==> config.mk <==
export PLATFORM = sky130hd
export DESIGN_NAME = sfl_regs
export DESIGN_NICKNAME = d
export VERILOG_FILES = /design/src/hdl/symbol_floor_lookup_macros.svh /design/src/hdl/sfl_pkg.sv /design/src/hdl/sfl_regs.sv
export SDC_FILE = /design/constraint.sdc
export NUM_CORES = 1
export LEC_CHECK = 0
export CORE_ASPECT_RATIO = 0.9
export CORE_MARGIN = 2
export CORE_UTILIZATION = 33
export DETAILED_ROUTE_END_ITERATION = 16
export DONT_BUFFER_PORTS = 1
export GPL_TIMING_DRIVEN = 0
export HOLD_SLACK_MARGIN = 0.03
export PLACE_DENSITY = 0.43
export SYNTH_ARGS = -nofsm -noshare
export SYNTH_HDL_FRONTEND = slang
export SYNTH_SLANG_ARGS = --single-unit
==> constraint.sdc <==
create_clock -name i_clk -period 1 [get_ports i_clk]
set_input_delay 0.1 -clock i_clk [delete_from_list [all_inputs] [get_ports i_clk]]
set_output_delay 0.1 -clock i_clk [all_outputs]
set_load 0.01 [all_outputs]
==> src/hdl/symbol_floor_lookup_macros.svh <==
// Assertion macros for the symbol floor lookup block.
// Included by the files that carry concurrent assertions; no other dependencies.
`ifndef SYMBOL_FLOOR_LOOKUP_MACROS_SVH
`define SYMBOL_FLOOR_LOOKUP_MACROS_SVH
`ifndef NO_ASSERTIONS
`define SFL_ASSERT_IMP(lbl, clk, rst_n, ante, cons, msg) \
    lbl: assert property (@(posedge clk) disable iff (!rst_n) (ante) |-> (cons)) \
        else $error(msg);
`define SFL_ASSERT_NXT(lbl, clk, rst_n, ante, cons, msg) \
    lbl: assert property (@(posedge clk) disable iff (!rst_n) (ante) |=> (cons)) \
        else $error(msg);
`else
`define SFL_ASSERT_IMP(lbl, clk, rst_n, ante, cons, msg)
`define SFL_ASSERT_NXT(lbl, clk, rst_n, ante, cons, msg)
`endif
`endif

==> src/hdl/sfl_pkg.sv <==
// Shared types and constants for the symbol floor lookup block.
// Used by the interfaces, the register port, the controller and the datapath.
package sfl_pkg;

    localparam int W_MODE   = 1;
    localparam int W_ID     = 16;
    localparam int W_ADDR   = 64;
    localparam int W_STATUS = 2;

    localparam int CFG_AW    = 4;
    localparam int CFG_DW    = 64;
    localparam int REG_IDX_W = 1;

    localparam logic [REG_IDX_W-1:0] REG_BASE_OFFSET = 1'b0;

    localparam logic [W_MODE-1:0] MODE_INSERT = 1'b0;
    localparam logic [W_MODE-1:0] MODE_LOOKUP = 1'b1;

    localparam logic [W_STATUS-1:0] ST_HIT      = 2'd0;
    localparam logic [W_STATUS-1:0] ST_MISS     = 2'd1;
    localparam logic [W_STATUS-1:0] ST_INSERTED = 2'd2;
    localparam logic [W_STATUS-1:0] ST_FULL     = 2'd3;

    typedef struct packed {
        logic [W_ID-1:0]   ident;
        logic [W_ADDR-1:0] addr;
    } t_entry;

    typedef enum logic [3:0] {
        S_IDLE,
        S_DISPATCH,
        S_SR_RD,
        S_SR_UPD,
        S_TIE_WAIT,
        S_HIT_WAIT,
        S_SH_CHK,
        S_SH_WR,
        S_PUSH
    } t_state;

    typedef enum logic [2:0] {
        PH_K,
        PH_LOW,
        PH_HIGH,
        PH_TIE,
        PH_INS
    } t_phase;

    typedef enum logic [1:0] {
        PRED_CARRY,
        PRED_GT,
        PRED_GE,
        PRED_GT_RAW
    } t_pred;

    typedef enum logic [4:0] {
        OP_NONE,
        OP_LOAD,
        OP_INIT_K,
        OP_INIT_INS,
        OP_INIT_LOW,
        OP_INIT_HIGH,
        OP_INIT_TIE,
        OP_RD_MID,
        OP_UPD,
        OP_RD_FLOOR,
        OP_RD_LO,
        OP_HIT,
        OP_MISS,
        OP_FULL,
        OP_SH_START,
        OP_SH_RD,
        OP_SH_WR,
        OP_WR_NEW,
        OP_PUSH
    } t_op;

    typedef struct packed {
        t_op op;
    } t_dp_cmd;

    typedef struct packed {
        logic mode_lookup;
        logic full;
        logic srch_done;
        logic found;
        logic out_free;
    } t_dp_status;

endpackage

==> src/hdl/sfl_regs.sv <==
// APB-style configuration port holding the base offset register.
// Depends on sfl_pkg for the port widths and register index.
module sfl_regs (
    input  logic                         i_clk,
    input  logic                         i_rst_n,
    input  logic                         psel,
    input  logic                         penable,
    input  logic                         pwrite,
    input  logic [sfl_pkg::CFG_AW-1:0]   paddr,
    input  logic [sfl_pkg::CFG_DW-1:0]   pwdata,
    output logic [sfl_pkg::CFG_DW-1:0]   prdata,
    output logic                         pready,
    output logic [sfl_pkg::W_ADDR-1:0]   o_base
);

    logic [sfl_pkg::W_ADDR-1:0]    r_base;
    logic [sfl_pkg::W_ADDR-1:0]    n_base;
    logic [sfl_pkg::REG_IDX_W-1:0] reg_idx;

    assign reg_idx = paddr[sfl_pkg::CFG_AW-1:3];
    assign pready  = 1'b1;
    assign o_base  = r_base;

    always_comb begin
        n_base = r_base;
        if (psel && penable && pwrite && (reg_idx == sfl_pkg::REG_BASE_OFFSET)) begin
            n_base = pwdata;
        end
        prdata = '0;
        if (reg_idx == sfl_pkg::REG_BASE_OFFSET) begin
            prdata = r_base;
        end
    end

    always_ff @(posedge i_clk) begin
        if (!i_rst_n) begin
            r_base <= '0;
        end else begin
            r_base <= n_base;
        end
    end

endmodule

Word level (Yosys, flattened, before mapping). Index checks and enable logic that the tools add are counted.

Flip-flop bits (word level): 64. Bits of input ports: 73.

Multiplexer cells: 1. Bitwise gates (word level): 1. Reductions and logical operators: 3.

Operators by type and width (count): 64-bit 2-to-1 mux (1); 1-bit logical AND (3); 1-bit inverter (1).

Logic depth before layout (Yosys ltp).
Depth after elaboration: 3. Gate-level depth with buffers: 4. Mapped depth without buffers: 2.

Worst setup path before layout. OpenSTA, ideal clock, no wires.

Kind: input to register. From: in paddr[3] (netlist name). To: reg r_base (netlist bit o_base[0]). Data arrival time: 0.839 ns. Slack: 0.089 ns. Stages on the path: 4. Path buffers: 2. Path through: and4b_1 -> buf_6 -> buf_12 -> mux2i_1.

Cells in the longest elaborated chain, start to end: 2.

RTL lines: from (decl) (line sfl_regs.sv:9) `input logic [sfl_pkg::CFG_AW-1:0] paddr,`; 1-bit inverter; 1-bit logical AND (line sfl_regs.sv:26) `if (psel && penable && pwrite && (reg_idx == sfl_pkg::REG_BASE_OFFSET)) begin`; to (signal assigned) (line sfl_regs.sv:39) `r_base <= n_base;`; to (decl) (line sfl_regs.sv:16) `logic [sfl_pkg::W_ADDR-1:0] r_base;`.

Every way passes these cells. A chain may end at the register's enable or synchronous reset.

Final worst setup path.
From: reg r_base (netlist bit o_base[11]). To: out prdata[11] (netlist name).

Cells in the longest elaborated chain, start to end: 1.

RTL lines: 64-bit 2-to-1 mux (line sfl_regs.sv:30) `if (reg_idx == sfl_pkg::REG_BASE_OFFSET) begin`; to (decl) (line sfl_regs.sv:11) `output logic [sfl_pkg::CFG_DW-1:0] prdata,`.

Every way passes these cells.

==> results_tabular.tex <==
\begin{tabular}{lr}
\hline
Metric & Value \\
\hline
\multicolumn{2}{l}{\textbf{Outcome}} \\
\quad Outcome & complete, but fails checks \\
\quad Violated checks & negative setup slack \\
\multicolumn{2}{l}{\textbf{Critical path}} \\
\quad Max incr delay on CP & about 380 ps \\
\quad Required time of the critical path & 900 ps \\
\quad Arrival @ worst endpoint & about 900 ps \\
\quad Dominant delay contributor by cell family on the critical path & flip-flops \\
\quad Element type at the critical path end & primary output \\
\quad CP Max Fanout & 3 \\
\quad FF-to-FF Start & o\_base[20] \\
\quad Master of the slowest instance on the critical path & dfxtp\_4 \\
\quad Series of cell instances along the critical path & nor2b\_4 \\
\quad Crit path buffers/inverters & 0 \\
\quad CP Launch Type & flop \\
\quad Crit Path Class & flop to primary output \\
\quad Crit path launch & o\_base[11] \\
\multicolumn{2}{l}{\textbf{STA}} \\
\quad Min setup slack post-route & -1.06 ps \\
\quad Fraction of the cycle the final worst path needs & 100\% \\
\quad Final-report hold violation count & 0 \\
\quad Sum of negative setup slack & -1.06 ps \\
\quad Setup repair after global routing missed its margin & yes \\
\quad Minimum period implied by the final worst setup slack & 1000 ps \\
\quad Number of failing setup endpoints in the final timing report & 1 \\
\quad Clk\_skew & 0 ps \\
\quad Maximum frequency from static timing analysis & 0.999 GHz \\
\quad Max-slew violation count & 0 \\
\multicolumn{2}{l}{\textbf{Clock network}} \\
\quad Clock slew at reported path FFs & 70 ps \\
\quad CTS H-tree depth & 3 \\
\quad Clock Tree Buf Depth & 2 \\
\quad Clock network latency to the later pin of the worst-skew pair & roughly 330 ps \\
\quad TritonCTS Buffers & 9 \\
\quad Clock root cell & clkbuf\_8 \\
\quad TritonCTS clock tree & done \\
\quad Number of clock sinks & 64 \\
\quad Post-CTS setup buffer count & 0 \\
\multicolumn{2}{l}{\textbf{GRT}} \\
\quad Met2 track demand over resource in global routing & 30.6\% \\
\quad Vias in the first global route & 2671 \\
\quad Maximum number of pins on one net before global-route repair & 11 \\
\quad Total gr overflow & 0 \\
\quad Routing layer with the top usage in global route & met2 \\
\quad Met1 track demand over resource in global routing & 20.5\% \\
\quad First-pass GRT wire length & 13.8 mm \\
\quad Antenna violations before repair & 0 \\
\quad All-layer global routing usage & 17.4\% \\
\quad Met3 capacity usage during global routing & roughly 5.3\% \\
\multicolumn{2}{l}{\textbf{Logic synthesis}} \\
\quad Number of distinct standard cells referenced by the synthesized netlist & 12 \\
\quad Summed instance area of the synthesized netlist & 3040 µm² \\
\quad Nets in the synthesized netlist & 424 \\
\quad Synthesis warning total & 0 \\
\quad Flop and latch count out of synthesis & 64 \\
\quad Post-Syn Area per Cell & 8.66 µm² \\
\quad Post-Synthesis Cells & roughly 350 \\
\quad Proportion of synthesized chip area in sequential cells & 42.2\% \\
\multicolumn{2}{l}{\textbf{Final layout}} \\
\quad Number of fillers in the final layout & 820 \\
\quad Flip-flop count of the largest register after layout & 64 \\
\quad Area growth from synthesis to layout & 57.8\% \\
\quad Fraction of layout instances using a drive strength above 1 & 36.9\% \\
\quad Post-route cell area & 4800 µm² \\
\quad Post-layout utilization of the core & a little over half \\
\quad Number of nets in the finished design & 499 \\
\quad Antenna diode count & 0 \\
\multicolumn{2}{l}{\textbf{Power and ir drop}} \\
\quad Worst IR Drop VDD & just over 0.0006 V \\
\quad Total power after layout & about 0.0054 W \\
\quad Leakage & 1.58 nW \\
\quad Areal power density over the cells & 1130 nW/µm² \\
\multicolumn{2}{l}{\textbf{Min path}} \\
\quad Hold WC Path Type & primary input to flop \\
\quad Min-delay src & i\_rst\_n \\
\multicolumn{2}{l}{\textbf{Detailed routing}} \\
\quad Routed WL per cell & 16.4 µm \\
\quad Antenna Violating Nets Remaining & 0 \\
\quad Vias per inst & 4.73 \\
\quad Residual DRC & 0 \\
\quad Detailed-route wire length & 9.04 mm \\
\quad Iteration-0 DRC Markers & 74 \\
\quad Via total after detailed routing & 2613 \\
\quad Total iterations of the first detailed-routing run & 4 \\
\multicolumn{2}{l}{\textbf{Place}} \\
\quad Placed cell area & 3190 µm² \\
\quad IO Port Bufs & 0 \\
\quad Routability-driven placement congestion ratio & 0.687 \\
\quad Minimum setup slack after placement & -94.0 ps \\
\quad HPWL after detailed placement & 5.61 mm \\
\multicolumn{2}{l}{\textbf{Floorplan}} \\
\quad Vertical die dimension & 95.0 µm \\
\quad Initial standard-cell utilization of the core & 33.6\% \\
\quad Width of the chip & around 110 µm \\
\quad Standard-cell rows & 33 \\
\quad Standard cell core area & 9040 µm² \\
\quad I/O Pins & 202 \\
\quad Die ar. & 9990 µm² \\
\multicolumn{2}{l}{\textbf{Flow run}} \\
\quad Max-Cap Viols & 0 \\
\hline
\end{tabular}
worst paths after layout:
path                                   end  slack (ps)  depth (start not counted)
worst max-delay path            prdata[11]          -1                          1
worst min-delay path            o_base[59]         110                          3
worst max register to register  o_base[20]         350                          2
worst min register to register  o_base[51]         500                          2
through the flow:
stage | instances | hold slack [ps]
after floorplan | 351 | 242
after global placement | 473 | 246
after detailed placement | 473 | 250
after CTS | 553 | 95.4
after global routing | 553 | 113
final | 553 | 110
synth_stat cells (all sizes together):
| cell type | count | area, µm² |
|---|---|---|
| mux2i | 64 | 641 |
| nand2 | 128 | 480 |
| and4b | 1 | 10.0 |
| buf | 13 | 163 |
| dfxtp | 64 | 1280 |
| nor2b | 64 | 400 |
| conb | 1 | 3.75 |
| clkbuf | 16 | 60.1 |
report_power, final:
group | total, W | internal [W] | switching, W | leakage [nW]
Sequential | 0.00256 | 0.00247 | 0.0000821 | 0.568
Clock | 0.00212 | 0.00114 | 0.000980 | 0.0941
Combinational | 0.000746 | 0.000377 | 0.000369 | 0.917
Total | 0.00543 | 0.00399 | 0.00143 | 1.58
logic make-up (layout without fill, tap and decap cells):
kind of cell / Yosys count / count (layout) / synth area share, %
buffers and inverters: 29 / 109 / 7.33
DFF: 64 / 64 / 42.2
muxes: 64 / 64 / 21.1
other: 1 / 1 / 0.123
and+or+nand+nor: 193 / 193 / 29.3
timing repair:
item | 4_1_cts | 5_1_grt
setup endpoints to repair | 64 | 63
hold buffers | 64 | 0
resized for setup | 234 | 41
gates cloned | 0 | 0
endpoints found under the hold margin | 64 | 0
layout by cell type (no fill, tap or decap):
cell type / n
nand2_1: 128
conb_1: 1
buf_2: 3
buf_12: 6
bufinv_16: 1
clkbuf_1: 13
clkbuf_4: 1
mux2i_1: 64
buf_1: 1
buf_6: 1
clkbuf_8: 15
dfxtp_4: 64
nor2b_4: 64
and4b_1: 1
clkinv_2: 3
dlygate4sd3_1: 64
buf_4: 1
per-layer routing:
metal | part of all wire, % | vias up
li1 | - | 1262
met1 | 42 | 1231
met2 | 51 | 110
met3 | 5.7 | 10
met4 | 1.5 | 0
met5 | 0 | -
cell type report:
| type | instances | area, µm² | area share [%] |
|---|---|---|---|
| multi-input cells | 258 | 2020 | 42.0 |
| well taps | 122 | 153 | 3.18 |
| plain buffers | 29 | 285 | 5.95 |
| clock inverters | 4 | 45.0 | 0.939 |
| repair buffers | 64 | 641 | 13.4 |
| clock buffers | 12 | 135 | 2.82 |
| flip-flops and latches | 64 | 1520 | 31.7 |
(Power assumes the default switching activity.)
