[src/hdl/symbol_floor_lookup_macros.svh]
// Assertion macros for the symbol floor lookup block.
// Included by the files that carry concurrent assertions; no other dependencies.
`ifndef SYMBOL_FLOOR_LOOKUP_MACROS_SVH
`define SYMBOL_FLOOR_LOOKUP_MACROS_SVH
`ifndef NO_ASSERTIONS
`define SFL_ASSERT_IMP(lbl, clk, rst_n, ante, cons, msg) \
    lbl: assert property (@(posedge clk) disable iff (!rst_n) (ante) |-> (cons)) \
        else $error(msg);
`define SFL_ASSERT_NXT(lbl, clk, rst_n, ante, cons, msg) \
    lbl: assert property (@(posedge clk) disable iff (!rst_n) (ante) |=> (cons)) \
        else $error(msg);
`else
`define SFL_ASSERT_IMP(lbl, clk, rst_n, ante, cons, msg)
`define SFL_ASSERT_NXT(lbl, clk, rst_n, ante, cons, msg)
`endif
`endif

[src/hdl/sfl_pkg.sv]
// Shared types and constants for the symbol floor lookup block.
// Used by the interfaces, the register port, the controller and the datapath.
package sfl_pkg;

    localparam int W_MODE   = 1;
    localparam int W_ID     = 16;
    localparam int W_ADDR   = 64;
    localparam int W_STATUS = 2;

    localparam int CFG_AW    = 4;
    localparam int CFG_DW    = 64;
    localparam int REG_IDX_W = 1;

    localparam logic [REG_IDX_W-1:0] REG_BASE_OFFSET = 1'b0;

    localparam logic [W_MODE-1:0] MODE_INSERT = 1'b0;
    localparam logic [W_MODE-1:0] MODE_LOOKUP = 1'b1;

    localparam logic [W_STATUS-1:0] ST_HIT      = 2'd0;
    localparam logic [W_STATUS-1:0] ST_MISS     = 2'd1;
    localparam logic [W_STATUS-1:0] ST_INSERTED = 2'd2;
    localparam logic [W_STATUS-1:0] ST_FULL     = 2'd3;

    typedef struct packed {
        logic [W_ID-1:0]   ident;
        logic [W_ADDR-1:0] addr;
    } t_entry;

    typedef enum logic [3:0] {
        S_IDLE,
        S_DISPATCH,
        S_SR_RD,
        S_SR_UPD,
        S_TIE_WAIT,
        S_HIT_WAIT,
        S_SH_CHK,
        S_SH_WR,
        S_PUSH
    } t_state;

    typedef enum logic [2:0] {
        PH_K,
        PH_LOW,
        PH_HIGH,
        PH_TIE,
        PH_INS
    } t_phase;

    typedef enum logic [1:0] {
        PRED_CARRY,
        PRED_GT,
        PRED_GE,
        PRED_GT_RAW
    } t_pred;

    typedef enum logic [4:0] {
        OP_NONE,
        OP_LOAD,
        OP_INIT_K,
        OP_INIT_INS,
        OP_INIT_LOW,
        OP_INIT_HIGH,
        OP_INIT_TIE,
        OP_RD_MID,
        OP_UPD,
        OP_RD_FLOOR,
        OP_RD_LO,
        OP_HIT,
        OP_MISS,
        OP_FULL,
        OP_SH_START,
        OP_SH_RD,
        OP_SH_WR,
        OP_WR_NEW,
        OP_PUSH
    } t_op;

    typedef struct packed {
        t_op op;
    } t_dp_cmd;

    typedef struct packed {
        logic mode_lookup;
        logic full;
        logic srch_done;
        logic found;
        logic out_free;
    } t_dp_status;

endpackage

[src/hdl/sfl_ctrl.sv]
// Controller state machine that sequences the searches, the insert shift and the result push.
// Depends on sfl_pkg for the state, phase, command and status types.
module sfl_ctrl (
    input  logic                  i_clk,
    input  logic                  i_rst_n,
    input  logic                  i_in_valid,
    output logic                  o_in_ready,
    input  sfl_pkg::t_dp_status   i_st,
    output sfl_pkg::t_dp_cmd      o_cmd
);

    sfl_pkg::t_state r_state;
    sfl_pkg::t_state n_state;
    sfl_pkg::t_phase r_phase;
    sfl_pkg::t_phase n_phase;

    always_ff @(posedge i_clk) begin
        if (!i_rst_n) begin
            r_state <= sfl_pkg::S_IDLE;
            r_phase <= sfl_pkg::PH_K;
        end else begin
            r_state <= n_state;
            r_phase <= n_phase;
        end
    end

    always_comb begin
        n_state    = r_state;
        n_phase    = r_phase;
        o_cmd.op   = sfl_pkg::OP_NONE;
        o_in_ready = (r_state == sfl_pkg::S_IDLE);
        unique case (r_state)
            sfl_pkg::S_IDLE: begin
                if (i_in_valid) begin
                    o_cmd.op = sfl_pkg::OP_LOAD;
                    n_state  = sfl_pkg::S_DISPATCH;
                end
            end
            sfl_pkg::S_DISPATCH: begin
                priority if (i_st.mode_lookup) begin
                    o_cmd.op = sfl_pkg::OP_INIT_K;
                    n_phase  = sfl_pkg::PH_K;
                    n_state  = sfl_pkg::S_SR_RD;
                end else if (i_st.full) begin
                    o_cmd.op = sfl_pkg::OP_FULL;
                    n_state  = sfl_pkg::S_PUSH;
                end else begin
                    o_cmd.op = sfl_pkg::OP_INIT_INS;
                    n_phase  = sfl_pkg::PH_INS;
                    n_state  = sfl_pkg::S_SR_RD;
                end
            end
            sfl_pkg::S_SR_RD: begin
                if (!i_st.srch_done) begin
                    o_cmd.op = sfl_pkg::OP_RD_MID;
                    n_state  = sfl_pkg::S_SR_UPD;
                end else begin
                    unique case (r_phase)
                        sfl_pkg::PH_K: begin
                            o_cmd.op = sfl_pkg::OP_INIT_LOW;
                            n_phase  = sfl_pkg::PH_LOW;
                        end
                        sfl_pkg::PH_LOW: begin
                            if (i_st.found) begin
                                o_cmd.op = sfl_pkg::OP_RD_FLOOR;
                                n_state  = sfl_pkg::S_TIE_WAIT;
                            end else begin
                                o_cmd.op = sfl_pkg::OP_INIT_HIGH;
                                n_phase  = sfl_pkg::PH_HIGH;
                            end
                        end
                        sfl_pkg::PH_HIGH: begin
                            if (i_st.found) begin
                                o_cmd.op = sfl_pkg::OP_RD_FLOOR;
                                n_state  = sfl_pkg::S_TIE_WAIT;
                            end else begin
                                o_cmd.op = sfl_pkg::OP_MISS;
                                n_state  = sfl_pkg::S_PUSH;
                            end
                        end
                        sfl_pkg::PH_TIE: begin
                            o_cmd.op = sfl_pkg::OP_RD_LO;
                            n_state  = sfl_pkg::S_HIT_WAIT;
                        end
                        sfl_pkg::PH_INS: begin
                            o_cmd.op = sfl_pkg::OP_SH_START;
                            n_state  = sfl_pkg::S_SH_CHK;
                        end
                        default: begin
                            n_state = sfl_pkg::S_IDLE;
                        end
                    endcase
                end
            end
            sfl_pkg::S_SR_UPD: begin
                o_cmd.op = sfl_pkg::OP_UPD;
                n_state  = sfl_pkg::S_SR_RD;
            end
            sfl_pkg::S_TIE_WAIT: begin
                o_cmd.op = sfl_pkg::OP_INIT_TIE;
                n_phase  = sfl_pkg::PH_TIE;
                n_state  = sfl_pkg::S_SR_RD;
            end
            sfl_pkg::S_HIT_WAIT: begin
                o_cmd.op = sfl_pkg::OP_HIT;
                n_state  = sfl_pkg::S_PUSH;
            end
            sfl_pkg::S_SH_CHK: begin
                if (i_st.srch_done) begin
                    o_cmd.op = sfl_pkg::OP_WR_NEW;
                    n_state  = sfl_pkg::S_PUSH;
                end else begin
                    o_cmd.op = sfl_pkg::OP_SH_RD;
                    n_state  = sfl_pkg::S_SH_WR;
                end
            end
            sfl_pkg::S_SH_WR: begin
                o_cmd.op = sfl_pkg::OP_SH_WR;
                n_state  = sfl_pkg::S_SH_CHK;
            end
            sfl_pkg::S_PUSH: begin
                if (i_st.out_free) begin
                    o_cmd.op = sfl_pkg::OP_PUSH;
                    n_state  = sfl_pkg::S_IDLE;
                end
            end
            default: begin
                n_state = sfl_pkg::S_IDLE;
            end
        endcase
    end

endmodule

[config.mk]
export PLATFORM = sky130hd
export DESIGN_NAME = sfl_ctrl
export DESIGN_NICKNAME = d
export VERILOG_FILES = /design/src/hdl/symbol_floor_lookup_macros.svh /design/src/hdl/sfl_pkg.sv /design/src/hdl/sfl_ctrl.sv
export SDC_FILE = /design/constraint.sdc
export NUM_CORES = 1
export LEC_CHECK = 0
export BUFFER_PORTS_ARGS = -buffer_cell sky130_fd_sc_hd__buf_2
export CORE_MARGIN = 10
export CORE_UTILIZATION = 48
export CTS_CLUSTER_SIZE = 40
export DETAILED_ROUTE_END_ITERATION = 10
export PLACE_DENSITY = 0.8
export REMOVE_ABC_BUFFERS = 1
export SETUP_SLACK_MARGIN = 0.05
export SLEW_MARGIN = 40
export SYNTH_ARGS = -nofsm -noshare
export SYNTH_HDL_FRONTEND = slang
export SYNTH_SLANG_ARGS = --single-unit
[constraint.sdc]
create_clock -name i_clk -period 1.6 [get_ports i_clk]
set_clock_uncertainty 0.15 [all_clocks]
set_input_delay 0.08 -clock i_clk [delete_from_list [all_inputs] [get_ports i_clk]]
set_output_delay 0.08 -clock i_clk [all_outputs]
set_load 0.01 [all_outputs]
# == Word level (Yosys, flattened, before mapping) ==
# Cells that the tools add are included.
# Widths: inputs -> output; s select.
# totals
regBits,7
latchBits,0
ram_bits,0
rom_bits,0
out_inout_bits,6
word_cells,54
n_memories,0
# classes
addsub,0
n_mul,0
div_mod_pow,0
magnitude_cmp,0
n_eq_ne,20
n_shift,0
muxes,26
bitwise_logic,0
n_reduce_logical,6
# op_table
cell,count
$mux 4,12
$pmux 5 s9,1
$pmux 4 s5,2
$pmux 4 s8,1
$eq 4x3->1 const B,4
$mux 3,5
$mux 5,2
$ne 3x3->1 const B,3
$pmux 3 s3,1
$eq 4x2->1 const B,2
$eq 3x2->1 const B,2
$ne 2x2->1 const B,3
$pmux 3 s2,1
$reduce_and 5->1,1
$eq 4x1->1 const B,1
$eq 4x4->1 const B,1
$logic_not 4->1,1
$ne 4x4->1 const B,1
$reduce_and 4->1,1
$eq 3x1->1 const B,1
$eq 3x3->1 const B,1
$logic_not 3->1,1
$ne 3x1->1 const B,1
$reduce_bool 3->1,1
other kinds (2),2

# == Depth between registers and ports, before layout ==
# depth
depth_word,4
mapped_depth,6
depth_no_buf,4

# == Worst setup path before layout ==
# OpenSTA, ideal clock, no wires.
# synth_timing
path_type,reg2out
startpoint,register r_state[2]
endpoint,output o_cmd[0] (netlist bit)
t_arrival_ns,1.369
required_time_ns,1.370
setup_slack_ns,0.001
stages_incl_launch_ff,4
path_cell_list,dfxtp_1 -> buf_2 -> or4b_4 -> o31ai_1
# synth_rtl
item,line_no,text
from (decl),sfl_ctrl.sv:12,sfl_pkg::t_state r_state;
from (signal assigned),sfl_ctrl.sv:19,r_state <= sfl_pkg::S_IDLE;
from (signal assigned),sfl_ctrl.sv:22,r_state <= n_state;
to (decl),sfl_ctrl.sv:9,output sfl_pkg::t_dp_cmd o_cmd

==> reports/metrics.yaml <==
final_common_cell: "buf_4"
start_util_pct: 51.23
p_leak_nw: 0.5660
drive_gt1_share_pct: 57.43
avgSynthCellArea_um2: 7.507
rsz0062_at_grt: "yes"
worst_pin_slew_ns: 0.3703
fp.dieH_um: 60.33
power.switching_w: 0.0004144
io_buffers: 13
viasPerCell: 6.835
nets: 157
setup_viol: 11
netlist.area_leader.share_pct: 17.95
clk_pin_slew_ns: 0.05
fin_cells: 164
hpwl_mm: 1.968
drt.antenna.violating_nets: 0
synth_edf_count: 0
seq_power_share_pct: 22.1
num_io_pins: 14
slowest_delay_ns: 0.54
cts_buffers: 3
ys.flop_type: "dfxtp_1"
async_flop_share_pct: 0
clock-sinks: 7
routed_wl_mm: 3.645
ys_types: 43
antenna_found_initial: 0
place.gp.congestion: 0.8870
core_region_area_um2: 1524
power_w: 0.001041
synthTopCellsByArea: "dfxtp_1 18%, a21oi_1 6.4%, nor2b_1 5.6%, o21ai_0 4.5%, mux2i_1 3.8%"
start_kind: "flip-flop"
routedWlPerCell_um: 22.23
slew_headroom_pct: 75.26
htree_levels: 1
root_buffer: "clkbuf_4"
firstDrtPassIters: 5
p_comb_share_pct: 62.9
synth-seq-cells: 7
nFillCells: 71
p_int_w: 0.0006270
finalHoldViolCount: 0
min_path_type: "input port to flip-flop"
finalSetupTns_ns: -2.576
yosysWarnings: 0
multi_input_area_um2: 696.9
setup.worst_path.class: "flip-flop to output port"
max_freq_ghz: 0.5147
peakVddDrop_uv: 649.2
drc: 0
setup.worst_path.end_class: "output port"
antenna_cells: 0
fin_crit_ns: 1.943
grt_pass1_wl_mm: 5.299
cts_buffer_depth: 2
dp.cells: 151
worstPathCellList: "buf_6, or4b_4, o31ai_1, buf_2"
cap_violations: 0
cts_tree: "yes"
drtIter0Drc: 98
grtUsageTotal_pct: 18.60
regArea_um2: 156.4
slew_violations: 0
areaGrowthSynthToFinish_pct: 63.30
final_cell_mix: "33 x buf_4, 12 x buf_2, 8 x nand2_1"
die-width_um: 60.33
arrival_ns: 1.71
p_sw_share_pct: 39.79
crit_path_max_fanout: 6
fin_ws_ns: -0.3428
grt_max_degree: 12
dieArea_um2: 3640
netlist_area_um2: 780.7
syn_inst: 104
period_share_pct: 121.4
powerDensity_nw_per_um2: 816.8
violations: "negative setup slack"
critPathBufInv: 2
clk_latency_ns: 0.24
synth_area_leader_cell: "dfxtp_1"
overflow: 0
status: "finished with violations"
crit_family: "simple AND/OR/NAND/NOR gates"
vias: 1121
num_rows: 14
ys_seq_area_share_pct: 17.95
worst_ep_required_time_ns: 1.37
grt_pass1_vias: 1096
clockPowerShare_pct: 15.0
slowest_stage: "or4b_4"
==> Yosys cell counts (all sizes together), types with 2 or more instances <==
cell type	count
nor2	5
o31ai	2
or4b	2
dfxtp	7
nand2b	3
nor2b	7
o21ai	8
a21oi	10
buf	6
nand2	8
mux2	2
and2b	3
nand4b	2
nor3b	4
mux2i	3
clkbuf	5
a21o	2
nor4b	2
nand3	3
nand3b	2
==> worst reg2reg max path, stage by stage (launching register included) <==
cell and delay, ns:
dfxtp_4 0.36, buf_6 0.12, buf_4 0.14, buf_4 0.13
or4b_4 0.54, a21bo_1 0.20, mux2i_1 0.12
==> sequential cells by signal, summed over array words and instances (netlist names) <==
name	cells
r_phase	3
r_state	4
==> power groups by stage <==
stage	Sequential [W]	Clock (W)	Combinational, W
3_5_place_dp	0.000222	0	0.000469
5_1_grt	0.000233	0.000167	0.000682
3_3_place_gp	0.000218	0	0.000455
6_report	0.000231	0.000156	0.000655
2_1_floorplan	0.000237	0	0.000207
4_1_cts	0.000227	0.000160	0.000581
==> routing by layer <==
metal	up-vias	track usage, %	share of wire (%)	routed length, um
li1	478	-	-	-
met1	517	22.47	39	1430
met2	104	29.26	46	1694
met3	22	5.219	10	366
met4	0	9.615	4.2	153
met5	-	0	0	0
==> repair_timing <==
| item | CTS | global route |
|---|---|---|
| endpoints found under the setup margin | 12 | 12 |
| pin swaps | 14 | 5 |
| hold buffers | 0 | 0 |
| resized for setup | 36 | 9 |
| buffers inserted | 10 | 2 |
==> metrics by stage <==
step / area, um^2 / util, % / hold WS, ns / setup WS [ns]
3_3_place_gp: 1021 / 67.00 / 0.2696 / -0.07629
3_5_place_dp: 1021 / 67.00 / 0.2706 / -0.1714
4_1_cts: 1235 / 81.03 / 0.01729 / -0.2737
2_1_floorplan: 718.2 / - / 0.06288 / -0.1402
5_1_grt: 1275 / 83.66 / 0.03959 / -0.3905
6_report: 1275 / 83.66 / 0.02659 / -0.3428
==> final timing paths <==
path / cells past startpoint / startpoint / slack (ns) / endpoint
worst max-delay path: 4 / r_state[0] / -0.34 / o_cmd[0]
worst min-delay path: 3 / i_rst_n / 0.03 / r_phase[0]
worst max register to register: 6 / r_state[0] / -0.24 / r_phase[1]
worst min register to register: 2 / r_phase[0] / 0.36 / r_phase[0]
==> cell type report <==
type,instances,area share [%]
Multi-Input combinational cell,86,54.66
Timing Repair Buffer,51,29.44
Sequential cell,7,12.27
Clock buffer,4,2.061
Tap cell,16,1.570
==> cells by family (layout without fill, tap and decap cells) <==
logic type / Yosys count / in the layout / synth area share, %
AOI/OAI and AO/OA: 33 / 33 / 27.72
muxes: 5 / 5 / 6.731
DFF: 7 / 7 / 17.95
and+or+nand+nor: 48 / 48 / 39.59
buffers and inverters: 11 / 55 / 8.013
Power figures use the tool's default switching activity.
